## src/midi_track_byte_parser_defines.svh

```systemverilog
// Assertion macros for the MIDI track byte parser top level.
`ifndef MIDI_TRACK_BYTE_PARSER_DEFINES_SVH
`define MIDI_TRACK_BYTE_PARSER_DEFINES_SVH

// Same-cycle implication, checked outside reset.
`define MTP_ASSERT_NOW(lbl, ante, cons) \
  lbl: assert property (@(posedge clk_i) disable iff (!rst_ni) (ante) |-> (cons)) \
    else $error("parser check failed");

// Next-cycle implication, checked outside reset.
`define MTP_ASSERT_NEXT(lbl, ante, cons) \
  lbl: assert property (@(posedge clk_i) disable iff (!rst_ni) (ante) |=> (cons)) \
    else $error("parser check failed");

`endif

```

## src/mtp_pkg.sv

```systemverilog
// Types, codes and small tables for the MIDI track byte parser.
package mtp_pkg;

  // Input beat kinds.
  localparam logic [1:0] KIND_DATA  = 2'd0;
  localparam logic [1:0] KIND_START = 2'd1;
  localparam logic [1:0] KIND_END   = 2'd2;

  // Result event kinds.
  localparam logic [2:0] EV_CHANNEL  = 3'd0;
  localparam logic [2:0] EV_TEMPO    = 3'd1;
  localparam logic [2:0] EV_TIME_SIG = 3'd2;
  localparam logic [2:0] EV_TITLE    = 3'd3;
  localparam logic [2:0] EV_END      = 3'd4;
  localparam logic [2:0] EV_BAD_TAG  = 3'd5;
  localparam logic [2:0] EV_TRUNC    = 3'd6;

  // Status and meta type bytes of interest.
  localparam logic [7:0] ST_META      = 8'hFF;
  localparam logic [7:0] ST_SYSEX     = 8'hF0;
  localparam logic [7:0] ST_SYSEX_ESC = 8'hF7;
  localparam logic [7:0] META_TEMPO   = 8'h51;
  localparam logic [7:0] META_END     = 8'h2F;
  localparam logic [7:0] META_TITLE   = 8'h03;
  localparam logic [7:0] META_TIME    = 8'h58;

  typedef struct packed {
    logic [1:0] kind;
    logic [7:0] data_byte;
  } mtp_beat_t;

  typedef struct packed {
    logic [2:0]  event_kind;
    logic [31:0] delta_time;
    logic [7:0]  status;
    logic [7:0]  data_one;
    logic [7:0]  data_two;
    logic [1:0]  data_count;
    logic [23:0] tempo;
    logic [7:0]  numerator;
    logic [7:0]  denominator_exponent;
    logic [7:0]  title_char;
    logic        title_last;
  } mtp_result_t;

  // Expected chunk tag "MTrk", one byte per position.
  function automatic logic [7:0] mtp_tag_byte(input logic [1:0] idx);
    logic [7:0] b;
    case (idx)
      2'd0:    b = 8'h4D;
      2'd1:    b = 8'h54;
      2'd2:    b = 8'h72;
      default: b = 8'h6B;
    endcase
    return b;
  endfunction

  // Data bytes that follow a status byte, indexed by status bits 6..4.
  function automatic logic [1:0] mtp_data_need(input logic [2:0] hi);
    logic [1:0] n;
    case (hi)
      3'd4, 3'd5: n = 2'd1;
      3'd7:       n = 2'd0;
      default:    n = 2'd2;
    endcase
    return n;
  endfunction

endpackage

```

## src/mtp_in_stage.sv

```systemverilog
// Input register stage: holds one incoming beat until the parser core takes it.
module mtp_in_stage (
  input  logic               clk_i,
  input  logic               rst_ni,
  input  logic               s_valid_i,
  output logic               s_ready_o,
  input  mtp_pkg::mtp_beat_t s_beat_i,
  output logic               valid_o,
  output mtp_pkg::mtp_beat_t beat_o,
  input  logic               take_i
);
  import mtp_pkg::*;

  logic      valid_q, valid_d;
  mtp_beat_t beat_q;

  assign s_ready_o = !valid_q || take_i;
  assign valid_d   = s_ready_o ? s_valid_i : valid_q;

  always_ff @(posedge clk_i or negedge rst_ni) begin
    if (!rst_ni) begin
      valid_q <= 1'b0;
    end else begin
      valid_q <= valid_d;
    end
  end

  always_ff @(posedge clk_i) begin
    if (s_ready_o && s_valid_i) begin
      beat_q <= s_beat_i;
    end
  end

  assign valid_o = valid_q;
  assign beat_o  = beat_q;

endmodule

```

## src/mtp_core.sv

```systemverilog
// Parser state machine: one beat per cycle, while no result is held back by the output, into a registered result.
module mtp_core (
  input  logic                 clk_i,
  input  logic                 rst_ni,
  input  logic                 in_valid_i,
  input  mtp_pkg::mtp_beat_t   beat_i,
  output logic                 take_o,
  output logic                 out_valid_o,
  output mtp_pkg::mtp_result_t result_o,
  input  logic                 out_ready_i
);
  import mtp_pkg::*;

  typedef enum logic [4:0] {
    PH_IDLE, PH_TAG, PH_LEN, PH_DELTA, PH_STATUS, PH_CHDATA, PH_MTYPE,
    PH_TEMPO_LEN, PH_TEMPO, PH_END_LEN, PH_TS_LEN, PH_TS_NUM, PH_TS_DEN,
    PH_TS_TAIL, PH_TITLE_LEN, PH_TITLE, PH_SKIP_LEN, PH_SKIP
  } phase_e;

  phase_e      phase_q, phase_d;
  logic [1:0]  bidx_q, bidx_d;
  logic [31:0] remain_q, remain_d;
  logic [31:0] vlq_q, vlq_d;
  logic [31:0] delta_q, delta_d;
  logic [7:0]  run_st_q, run_st_d;
  logic [7:0]  first_q, first_d;
  logic [23:0] tempo_q, tempo_d;
  logic [7:0]  num_q, num_d;
  logic        tag_ok_q, tag_ok_d;
  logic        out_valid_q, out_valid_d;
  mtp_result_t result_q, result_d;
  logic        emit;

  assign take_o = in_valid_i && (!out_valid_q || out_ready_i);

  always_comb begin
    logic [7:0]  b;
    logic [31:0] vlq_next;
    logic [31:0] rem_dec;
    logic [7:0]  rs_eff;
    logic [1:0]  bi_new;
    logic [1:0]  need;
    logic        tag_now;
    b        = beat_i.data_byte;
    vlq_next = {vlq_q[24:0], b[6:0]};
    rem_dec  = remain_q - 32'd1;
    rs_eff   = b[7] ? b : run_st_q;
    bi_new   = b[7] ? 2'd0 : 2'd1;
    need     = mtp_data_need(rs_eff[6:4]);
    tag_now  = tag_ok_q && (b == mtp_tag_byte(bidx_q));

    phase_d  = phase_q;
    bidx_d   = bidx_q;
    remain_d = remain_q;
    vlq_d    = vlq_q;
    delta_d  = delta_q;
    run_st_d = run_st_q;
    first_d  = first_q;
    tempo_d  = tempo_q;
    num_d    = num_q;
    tag_ok_d = tag_ok_q;
    emit     = 1'b0;
    result_d = '0;

    if (beat_i.kind == KIND_DATA && phase_q != PH_IDLE) begin
      unique case (phase_q)
        PH_TAG: begin
          if (!tag_now) begin
            tag_ok_d = 1'b0;
          end
          if (bidx_q == 2'd3) begin
            bidx_d = 2'd0;
            if (!tag_now) begin
              phase_d             = PH_IDLE;
              emit                = 1'b1;
              result_d.event_kind = EV_BAD_TAG;
            end else begin
              phase_d = PH_LEN;
            end
          end else begin
            bidx_d = bidx_q + 2'd1;
          end
        end
        PH_LEN: begin
          if (bidx_q == 2'd3) begin
            bidx_d  = 2'd0;
            phase_d = PH_DELTA;
            vlq_d   = '0;
          end else begin
            bidx_d = bidx_q + 2'd1;
          end
        end
        PH_DELTA: begin
          vlq_d = vlq_next;
          if (!b[7]) begin
            delta_d = vlq_next;
            phase_d = PH_STATUS;
          end
        end
        PH_STATUS: begin
          if (b == ST_META) begin
            phase_d = PH_MTYPE;
          end else if (b == ST_SYSEX || b == ST_SYSEX_ESC) begin
            phase_d = PH_SKIP_LEN;
            vlq_d   = '0;
          end else begin
            run_st_d = rs_eff;
            bidx_d   = bi_new;
            if (!b[7]) begin
              first_d = b;
            end
            if (bi_new >= need) begin
              emit                = 1'b1;
              result_d.event_kind = EV_CHANNEL;
              result_d.delta_time = delta_q;
              result_d.status     = rs_eff;
              if (bi_new == 2'd1) begin
                result_d.data_one   = b;
                result_d.data_count = 2'd1;
              end
              phase_d = PH_DELTA;
              vlq_d   = '0;
            end else begin
              remain_d = {30'd0, need};
              phase_d  = PH_CHDATA;
            end
          end
        end
        PH_CHDATA: begin
          if (bidx_q == 2'd0) begin
            first_d = b;
            bidx_d  = 2'd1;
            if (remain_q <= 32'd1) begin
              emit                = 1'b1;
              result_d.event_kind = EV_CHANNEL;
              result_d.delta_time = delta_q;
              result_d.status     = run_st_q;
              result_d.data_one   = b;
              result_d.data_count = 2'd1;
              phase_d             = PH_DELTA;
              vlq_d               = '0;
            end
          end else begin
            emit                = 1'b1;
            result_d.event_kind = EV_CHANNEL;
            result_d.delta_time = delta_q;
            result_d.status     = run_st_q;
            result_d.data_one   = first_q;
            result_d.data_two   = b;
            result_d.data_count = 2'd2;
            phase_d             = PH_DELTA;
            vlq_d               = '0;
          end
        end
        PH_MTYPE: begin
          vlq_d = '0;
          if (b == META_TEMPO) begin
            phase_d = PH_TEMPO_LEN;
          end else if (b == META_END) begin
            phase_d = PH_END_LEN;
          end else if (b == META_TITLE) begin
            phase_d = PH_TITLE_LEN;
          end else if (b == META_TIME) begin
            phase_d = PH_TS_LEN;
          end else begin
            phase_d = PH_SKIP_LEN;
          end
        end
        PH_TEMPO_LEN: begin
          phase_d = PH_TEMPO;
          bidx_d  = 2'd0;
          tempo_d = '0;
        end
        PH_TEMPO: begin
          tempo_d = {tempo_q[15:0], b};
          if (bidx_q >= 2'd2) begin
            bidx_d              = 2'd0;
            emit                = 1'b1;
            result_d.event_kind = EV_TEMPO;
            result_d.delta_time = delta_q;
            result_d.tempo      = {tempo_q[15:0], b};
            phase_d             = PH_DELTA;
            vlq_d               = '0;
          end else begin
            bidx_d = bidx_q + 2'd1;
          end
        end
        PH_END_LEN: begin
          phase_d             = PH_IDLE;
          emit                = 1'b1;
          result_d.event_kind = EV_END;
          result_d.delta_time = delta_q;
        end
        PH_TS_LEN: begin
          phase_d = PH_TS_NUM;
        end
        PH_TS_NUM: begin
          num_d   = b;
          phase_d = PH_TS_DEN;
        end
        PH_TS_DEN: begin
          emit                          = 1'b1;
          result_d.event_kind           = EV_TIME_SIG;
          result_d.delta_time           = delta_q;
          result_d.numerator            = num_q;
          result_d.denominator_exponent = b;
          phase_d                       = PH_TS_TAIL;
          bidx_d                        = 2'd0;
        end
        PH_TS_TAIL: begin
          if (bidx_q >= 2'd1) begin
            bidx_d  = 2'd0;
            phase_d = PH_DELTA;
            vlq_d   = '0;
          end else begin
            bidx_d = bidx_q + 2'd1;
          end
        end
        PH_TITLE_LEN, PH_SKIP_LEN: begin
          vlq_d = vlq_next;
          if (!b[7]) begin
            remain_d = vlq_next;
            if (vlq_next == 32'd0) begin
              phase_d = PH_DELTA;
              vlq_d   = '0;
            end else begin
              phase_d = (phase_q == PH_TITLE_LEN) ? PH_TITLE : PH_SKIP;
            end
          end
        end
        PH_TITLE: begin
          remain_d            = rem_dec;
          emit                = 1'b1;
          result_d.event_kind = EV_TITLE;
          result_d.delta_time = delta_q;
          result_d.title_char = b;
          result_d.title_last = (rem_dec == 32'd0);
          if (rem_dec == 32'd0) begin
            phase_d = PH_DELTA;
            vlq_d   = '0;
          end
        end
        PH_SKIP: begin
          remain_d = rem_dec;
          if (rem_dec == 32'd0) begin
            phase_d = PH_DELTA;
            vlq_d   = '0;
          end
        end
        default: begin
        end
      endcase
    end else if (beat_i.kind == KIND_START) begin
      if (phase_q != PH_IDLE) begin
        emit                = 1'b1;
        result_d.event_kind = EV_TRUNC;
      end
      phase_d  = PH_TAG;
      bidx_d   = 2'd0;
      tag_ok_d = 1'b1;
    end else if (beat_i.kind == KIND_END && phase_q != PH_IDLE) begin
      phase_d             = PH_IDLE;
      bidx_d              = 2'd0;
      emit                = 1'b1;
      result_d.event_kind = EV_TRUNC;
    end
  end

  always_comb begin
    if (take_o) begin
      out_valid_d = emit;
    end else if (out_ready_i) begin
      out_valid_d = 1'b0;
    end else begin
      out_valid_d = out_valid_q;
    end
  end

  always_ff @(posedge clk_i or negedge rst_ni) begin
    if (!rst_ni) begin
      phase_q     <= PH_IDLE;
      bidx_q      <= '0;
      remain_q    <= '0;
      vlq_q       <= '0;
      delta_q     <= '0;
      run_st_q    <= '0;
      first_q     <= '0;
      tempo_q     <= '0;
      num_q       <= '0;
      tag_ok_q    <= 1'b1;
      out_valid_q <= 1'b0;
      result_q    <= '0;
    end else begin
      out_valid_q <= out_valid_d;
      if (take_o) begin
        phase_q  <= phase_d;
        bidx_q   <= bidx_d;
        remain_q <= remain_d;
        vlq_q    <= vlq_d;
        delta_q  <= delta_d;
        run_st_q <= run_st_d;
        first_q  <= first_d;
        tempo_q  <= tempo_d;
        num_q    <= num_d;
        tag_ok_q <= tag_ok_d;
        if (emit) begin
          result_q <= result_d;
        end
      end
    end
  end

  assign out_valid_o = out_valid_q;
  assign result_o    = result_q;

endmodule

```

## src/midi_track_byte_parser.sv

```systemverilog
// Top level of the MIDI track byte parser: input stage, parser core and port packing.
//
//   Channel   Dir  tdata                                          tuser       tlast
//   s_axis    in   data_byte[7:0]                                 kind[1:0]   -
//   m_axis    out  delta_time, status, data_one, data_two,        event_kind  title_last
//                  data_count, tempo, numerator,
//                  denominator_exponent, title_char (112 bits)
//
// One beat is taken every cycle when the output side keeps up; each beat is a single
// state transition of the parser core, so nothing iterates.
// An input beat passes through the input register and then the result register before
// its result appears.
// Backpressure on m_axis holds the result register; the input register still takes one
// more beat, after which s_axis_tready_o drops until the result leaves.
// Reset is asynchronous and active low; it puts the parser in its idle state with the
// running status cleared. Beats that produce no result leave the result data untouched.
`include "midi_track_byte_parser_defines.svh"

module midi_track_byte_parser (
  input  logic         clk_i,
  input  logic         rst_ni,
  input  logic         s_axis_tvalid_i,
  output logic         s_axis_tready_o,
  input  logic [7:0]   s_axis_tdata_i,   // [7:0] data_byte
  input  logic [1:0]   s_axis_tuser_i,   // [1:0] kind
  output logic         m_axis_tvalid_o,
  input  logic         m_axis_tready_i,
  // [31:0] delta_time, [39:32] status, [47:40] data_one, [55:48] data_two,
  // [57:56] data_count, [81:58] tempo, [89:82] numerator,
  // [97:90] denominator_exponent, [105:98] title_char, [111:106] zero
  output logic [111:0] m_axis_tdata_o,
  output logic [2:0]   m_axis_tuser_o,   // [2:0] event_kind
  output logic         m_axis_tlast_o    // title_last
);
  import mtp_pkg::*;

  mtp_beat_t   s_beat;
  mtp_beat_t   core_beat;
  logic        core_valid;
  logic        core_take;
  mtp_result_t res;

  assign s_beat.kind      = s_axis_tuser_i;
  assign s_beat.data_byte = s_axis_tdata_i;

  // Input register: lets the source deliver one more beat while the result register is stalled.
  mtp_in_stage u_in_stage (
    .clk_i     (clk_i),
    .rst_ni    (rst_ni),
    .s_valid_i (s_axis_tvalid_i),
    .s_ready_o (s_axis_tready_o),
    .s_beat_i  (s_beat),
    .valid_o   (core_valid),
    .beat_o    (core_beat),
    .take_i    (core_take)
  );

  // Parser core: holds all track state and the registered result beat.
  mtp_core u_core (
    .clk_i       (clk_i),
    .rst_ni      (rst_ni),
    .in_valid_i  (core_valid),
    .beat_i      (core_beat),
    .take_o      (core_take),
    .out_valid_o (m_axis_tvalid_o),
    .result_o    (res),
    .out_ready_i (m_axis_tready_i)
  );

  // Fields not meaningful for an event kind are already zero in the result.
  assign m_axis_tdata_o = {6'd0, res.title_char, res.denominator_exponent, res.numerator,
                           res.tempo, res.data_count, res.data_two, res.data_one,
                           res.status, res.delta_time};
  assign m_axis_tuser_o = res.event_kind;
  assign m_axis_tlast_o = res.title_last;

  // The last-character flag only ever rides on a title character.
  `MTP_ASSERT_NOW(a_last_only_title, m_axis_tvalid_o && res.title_last,
                  res.event_kind == EV_TITLE)
  // Error results carry no delta time.
  `MTP_ASSERT_NOW(a_error_no_delta,
                  m_axis_tvalid_o && (res.event_kind == EV_BAD_TAG ||
                  res.event_kind == EV_TRUNC), res.delta_time == 32'd0)
  // A channel event never reports more than two data bytes.
  `MTP_ASSERT_NOW(a_chan_count, m_axis_tvalid_o && res.event_kind == EV_CHANNEL,
                  res.data_count != 2'd3)
  // With no result waiting, a held input beat is always taken by the core at once.
  `MTP_ASSERT_NOW(a_free_core_takes, core_valid && !m_axis_tvalid_o, core_take)

endmodule
```

## config.mk

```make
export PLATFORM = sky130hd
export DESIGN_NAME = midi_track_byte_parser
export DESIGN_NICKNAME = d
export VERILOG_FILES = /design/src/mtp_pkg.sv /design/src/mtp_in_stage.sv /design/src/mtp_core.sv /design/src/midi_track_byte_parser.sv
export VERILOG_INCLUDE_DIRS = /design/src /design/src/src
export SDC_FILE = /design/constraint.sdc
export NUM_CORES = 1
export LEC_CHECK = 0
export BUFFER_PORTS_ARGS = -buffer_cell sky130_fd_sc_hd__buf_2
export CAP_MARGIN = 15
export CORE_UTILIZATION = 62
export DETAILED_ROUTE_END_ITERATION = 7
export PLACE_DENSITY_LB_ADDON = 0.3
export SLEW_MARGIN = 40
export SYNTH_ARGS = -nofsm -noshare
export SYNTH_HDL_FRONTEND = slang
export SYNTH_SLANG_ARGS = --single-unit
```

## constraint.sdc

```tcl
create_clock -name clk_i -period 6.3 [get_ports clk_i]
set_clock_uncertainty 0.1 [all_clocks]
set_input_delay 0.315 -clock clk_i [delete_from_list [all_inputs] [get_ports clk_i]]
set_output_delay 0.315 -clock clk_i [all_outputs]
set_load 0.01 [all_outputs]
```

==> impl_metrics.yaml <==
power:
  p_switching_w: 0.00112
  clock_power_share_pct: 40.5
  internal_power_contribution_w: 0.00290
  sw_frac_of_total_pct: 27.9
  worst_ir_drop_vdd_mv: 0.173
  leakagePower_nw: 6.69
  power.share.sequential_pct: 46.0
  power-per-cell-area_nw_per_um2: 274
  power.combinational.fraction_pct: 13.5
outcome:
  status: "complete, no violations"
logic_synthesis:
  yosys_register_bits: 259
  netlist-cell-type-count: 77
  synthCells: 1403
  seq_area_frac_synth_pct: 50.9
  synth_area_per_cell_um2: 9.15
  ys_async_sr_fraction_pct: 96.1
  synth_edf_count: 10
  synth_warnings: 0
  postSynth.topFlopCell: "sky130_fd_sc_hd__dfrtp_1"
  synthesis.area_um2: 12800
clock_tree:
  clock_tree.root_cell: "sky130_fd_sc_hd__clkbuf_16"
  clkSlewWorstSetupHoldPaths_ps: 60
  cts_resized: 0
  tritoncts.num_buffers: 27
  cts_setup_buffers: 0
  clock_latency_ps: 530
  postCtsHoldBufs: 13
  cts_max_path_buffers: 3
  clkSinkCount: 259
  tritoncts: "yes"
  clock_tree.htree_level_count: 1
route:
  via_count: 11186
  drc_violation_count_after_routing: 0
  post_drt_via_cell_ratio: 6.28
  antenna_left: 0
  drt_pass1_iterations: 6
  first_iter_violations: 1232
  wl_mm: 34.7
  wl_per_cell_um: 19.5
global_routing:
  grt_start_max_net_pins: 126
  track_usage_pct: 33.2
  grt_pass1_vias: 10414
  antenna_found_initial: 0
  grt_pass1_wl_mm: 56.4
  grt_overflow_total: 0
sta:
  timing.fmax_mhz: 225
  finalCriticalPeriod_ps: 4440
  maxSlewViolCount: 0
  min_period_over_period_pct: 70.5
  slew-limit-headroom_pct: 38.4
  worst_case_setup_margin_in_the_final_layout_ps: 1860
  setup_total_neg_slack_ps: 0
  grt_setup_unrepaired: "no"
  worst_slew_pin_slew_ps: 915
  finalHoldViolations: 0
  report.final.setup_viol: 0
worst_setup_path:
  crit_type: "reg -> reg"
  cp_max_fo: 125
  arrival_time_of_data_at_the_critical_path_endpoint_ps: 4700
  setup.worst_path.end_class: "register"
  worst_r2r_path_depth: 9
  worst-endpoint-required_ps: 6560
  crit_path_start_kind: "register"
placed_design:
  finalWeightedCongestion: 1.01
  dpl_worst_slack_ps: 1910
  detailedPlacementHpwl_mm: 23.3
  io_buffer_count: 125
cells_and_area:
  layout.cells.most_common: "sky130_fd_sc_hd__nand2_1"
  top_library_cells_by_usage_in_the_layout_fill_and_taps_aside: "sky130_fd_sc_hd__nand2_1, sky130_fd_sc_hd__dfrtp_1, sky130_fd_sc_hd__o21ai_0, sky130_fd_sc_hd__buf_2, sky130_fd_sc_hd__nor2_1"
  num-fill-cells: 1478
  final_net_count: 1513
  diodes_inserted: 0
  syn_to_final_growth_pct: 14.0
  layout-drive-gt1-share_pct: 16.3
floorplan:
  placementRows: 52
  effective_utilization_at_floorplan_pct: 63.3
  die_height_um: 146
  die_width_um: 146
  fp.dieArea_um2: 21300
  ioPinCount: 132
  floorplan.core_area_um2: 20300
run:
  cap_viol_max_count: 0
min_path:
  type_of_the_worst_min_delay_path: "in -> reg"
  min_path_cells: 3
-- final timing paths --
path | from | endpoint | slack, ps
min in group asynchronous | rst_ni | u_core.tempo_q[8]$_DFFE_PN0P_ | 330
worst max-delay path | u_in_stage.beat_o[3]$_DFFE_PP_ | u_core.result_o[9]$_DFFE_PN0P_ | 1860
worst min register to register | u_core.result_o[37]$_DFFE_PN0P_ | u_core.result_o[37]$_DFFE_PN0P_ | 370
worst max register to register | u_in_stage.beat_o[3]$_DFFE_PP_ | u_core.result_o[9]$_DFFE_PN0P_ | 1860
max in group asynchronous | rst_ni | u_core.remain_q[23]$_DFFE_PN0P_ | 4610
worst min-delay path | m_axis_tready_i | u_core.out_valid_o$_DFFE_PN0P_ | 70
-- per-layer routing --
metal,global-route usage (%),part of all wire [%]
met1,48.9,43
met2,50.7,45
met3,6.27,9.5
met4,9.11,2.2
met5,0,0
-- cells in the mapped netlist (all sizes together) (15+ instances only) --
library cell	n	area share, %
buf	20	1.1
or3	15	0.77
a21oi	45	1.8
nor2	72	2.1
inv	43	1.3
mux2i	31	2.4
nor3	24	0.97
mux2	31	2.7
a22o	34	2.3
nand3	20	0.78
o31ai	20	1.3
nand2b	18	0.88
dfrtp	248	48
clkbuf	86	2.5
nor4	32	2.1
nand2	298	8.7
o21ai	189	7.4
-- cell type report --
class	instances	area [um2]	share of cell area (%)
flip-flops and latches	259	6530	44.6
multi-input cells	999	5740	39.2
repair buffers	159	946	6.46
clock buffers	40	785	5.36
well taps	270	338	2.31
inverters	44	165	1.13
clock inverters	9	126	0.864
-- logic make-up (layout without fill, tap and decap cells) --
logic type | after synthesis | after routing | synth area share (%)
multiplexers | 62 | 62 | 5.14
adder cells (fa/ha/maj) | 9 | 9 | 0.877
flip-flops | 259 | 259 | 50.9
buffers and inverters | 150 | 252 | 4.87
XOR/XNOR | 7 | 7 | 0.477
other | 1 | 6 | 0.0292
AND/OR/NAND/NOR | 542 | 542 | 20.0
AO/OA/AOI/OAI | 373 | 373 | 17.7
-- sequential cells by signal, indices dropped and copies added, names as in the netlist --
register            flops
u_core.tempo_q         16
u_core.result_o       110
u_in_stage.beat_o      10
u_core.num_q            8
u_core.remain_q        32
u_core.run_st_q         8
u_core.bidx_q           2
u_core.phase_q          5
u_core.tag_ok_q         1
u_core.out_valid_o      1
u_core.vlq_q           25
u_core.first_q          8
u_core.delta_q         32
u_in_stage.valid_o      1
-- through the flow --
stage                     util [%]  power [W]  std cells  instance area (um2)  hold slack, ps
after floorplan                  -    0.00217       1408                12900           -80.6
after global placement        66.7    0.00237       1715                13500             290
after detailed placement      66.9    0.00239       1717                13600             300
after CTS                     72.0    0.00401       1779                14600            54.0
after global routing          72.1    0.00416       1780                14600            94.1
final                         72.1    0.00402       1780                14600            66.6
-- worst max-delay path: stages (launching register included) --
cell and delay (ps):
sky130_fd_sc_hd__edfxtp_1 580, sky130_fd_sc_hd__buf_6 250, sky130_fd_sc_hd__or4_1 520, sky130_fd_sc_hd__a21oi_1 380
sky130_fd_sc_hd__nor4_1 210, sky130_fd_sc_hd__a211oi_1 390, sky130_fd_sc_hd__o311ai_1 290, sky130_fd_sc_hd__nand2_8 510
sky130_fd_sc_hd__buf_4 680, sky130_fd_sc_hd__o21ai_0 240
-- power by group through the flow --
stage	combinational, W	sequential (W)	clock, W
detailed placement	0.000512	0.00187	0
floorplan	0.000336	0.00184	0
CTS	0.000523	0.00185	0.00164
finish	0.000542	0.00185	0.00163
global route	0.000590	0.00186	0.00172
global placement	0.000496	0.00187	0
Power figures use the tool's default switching activity.
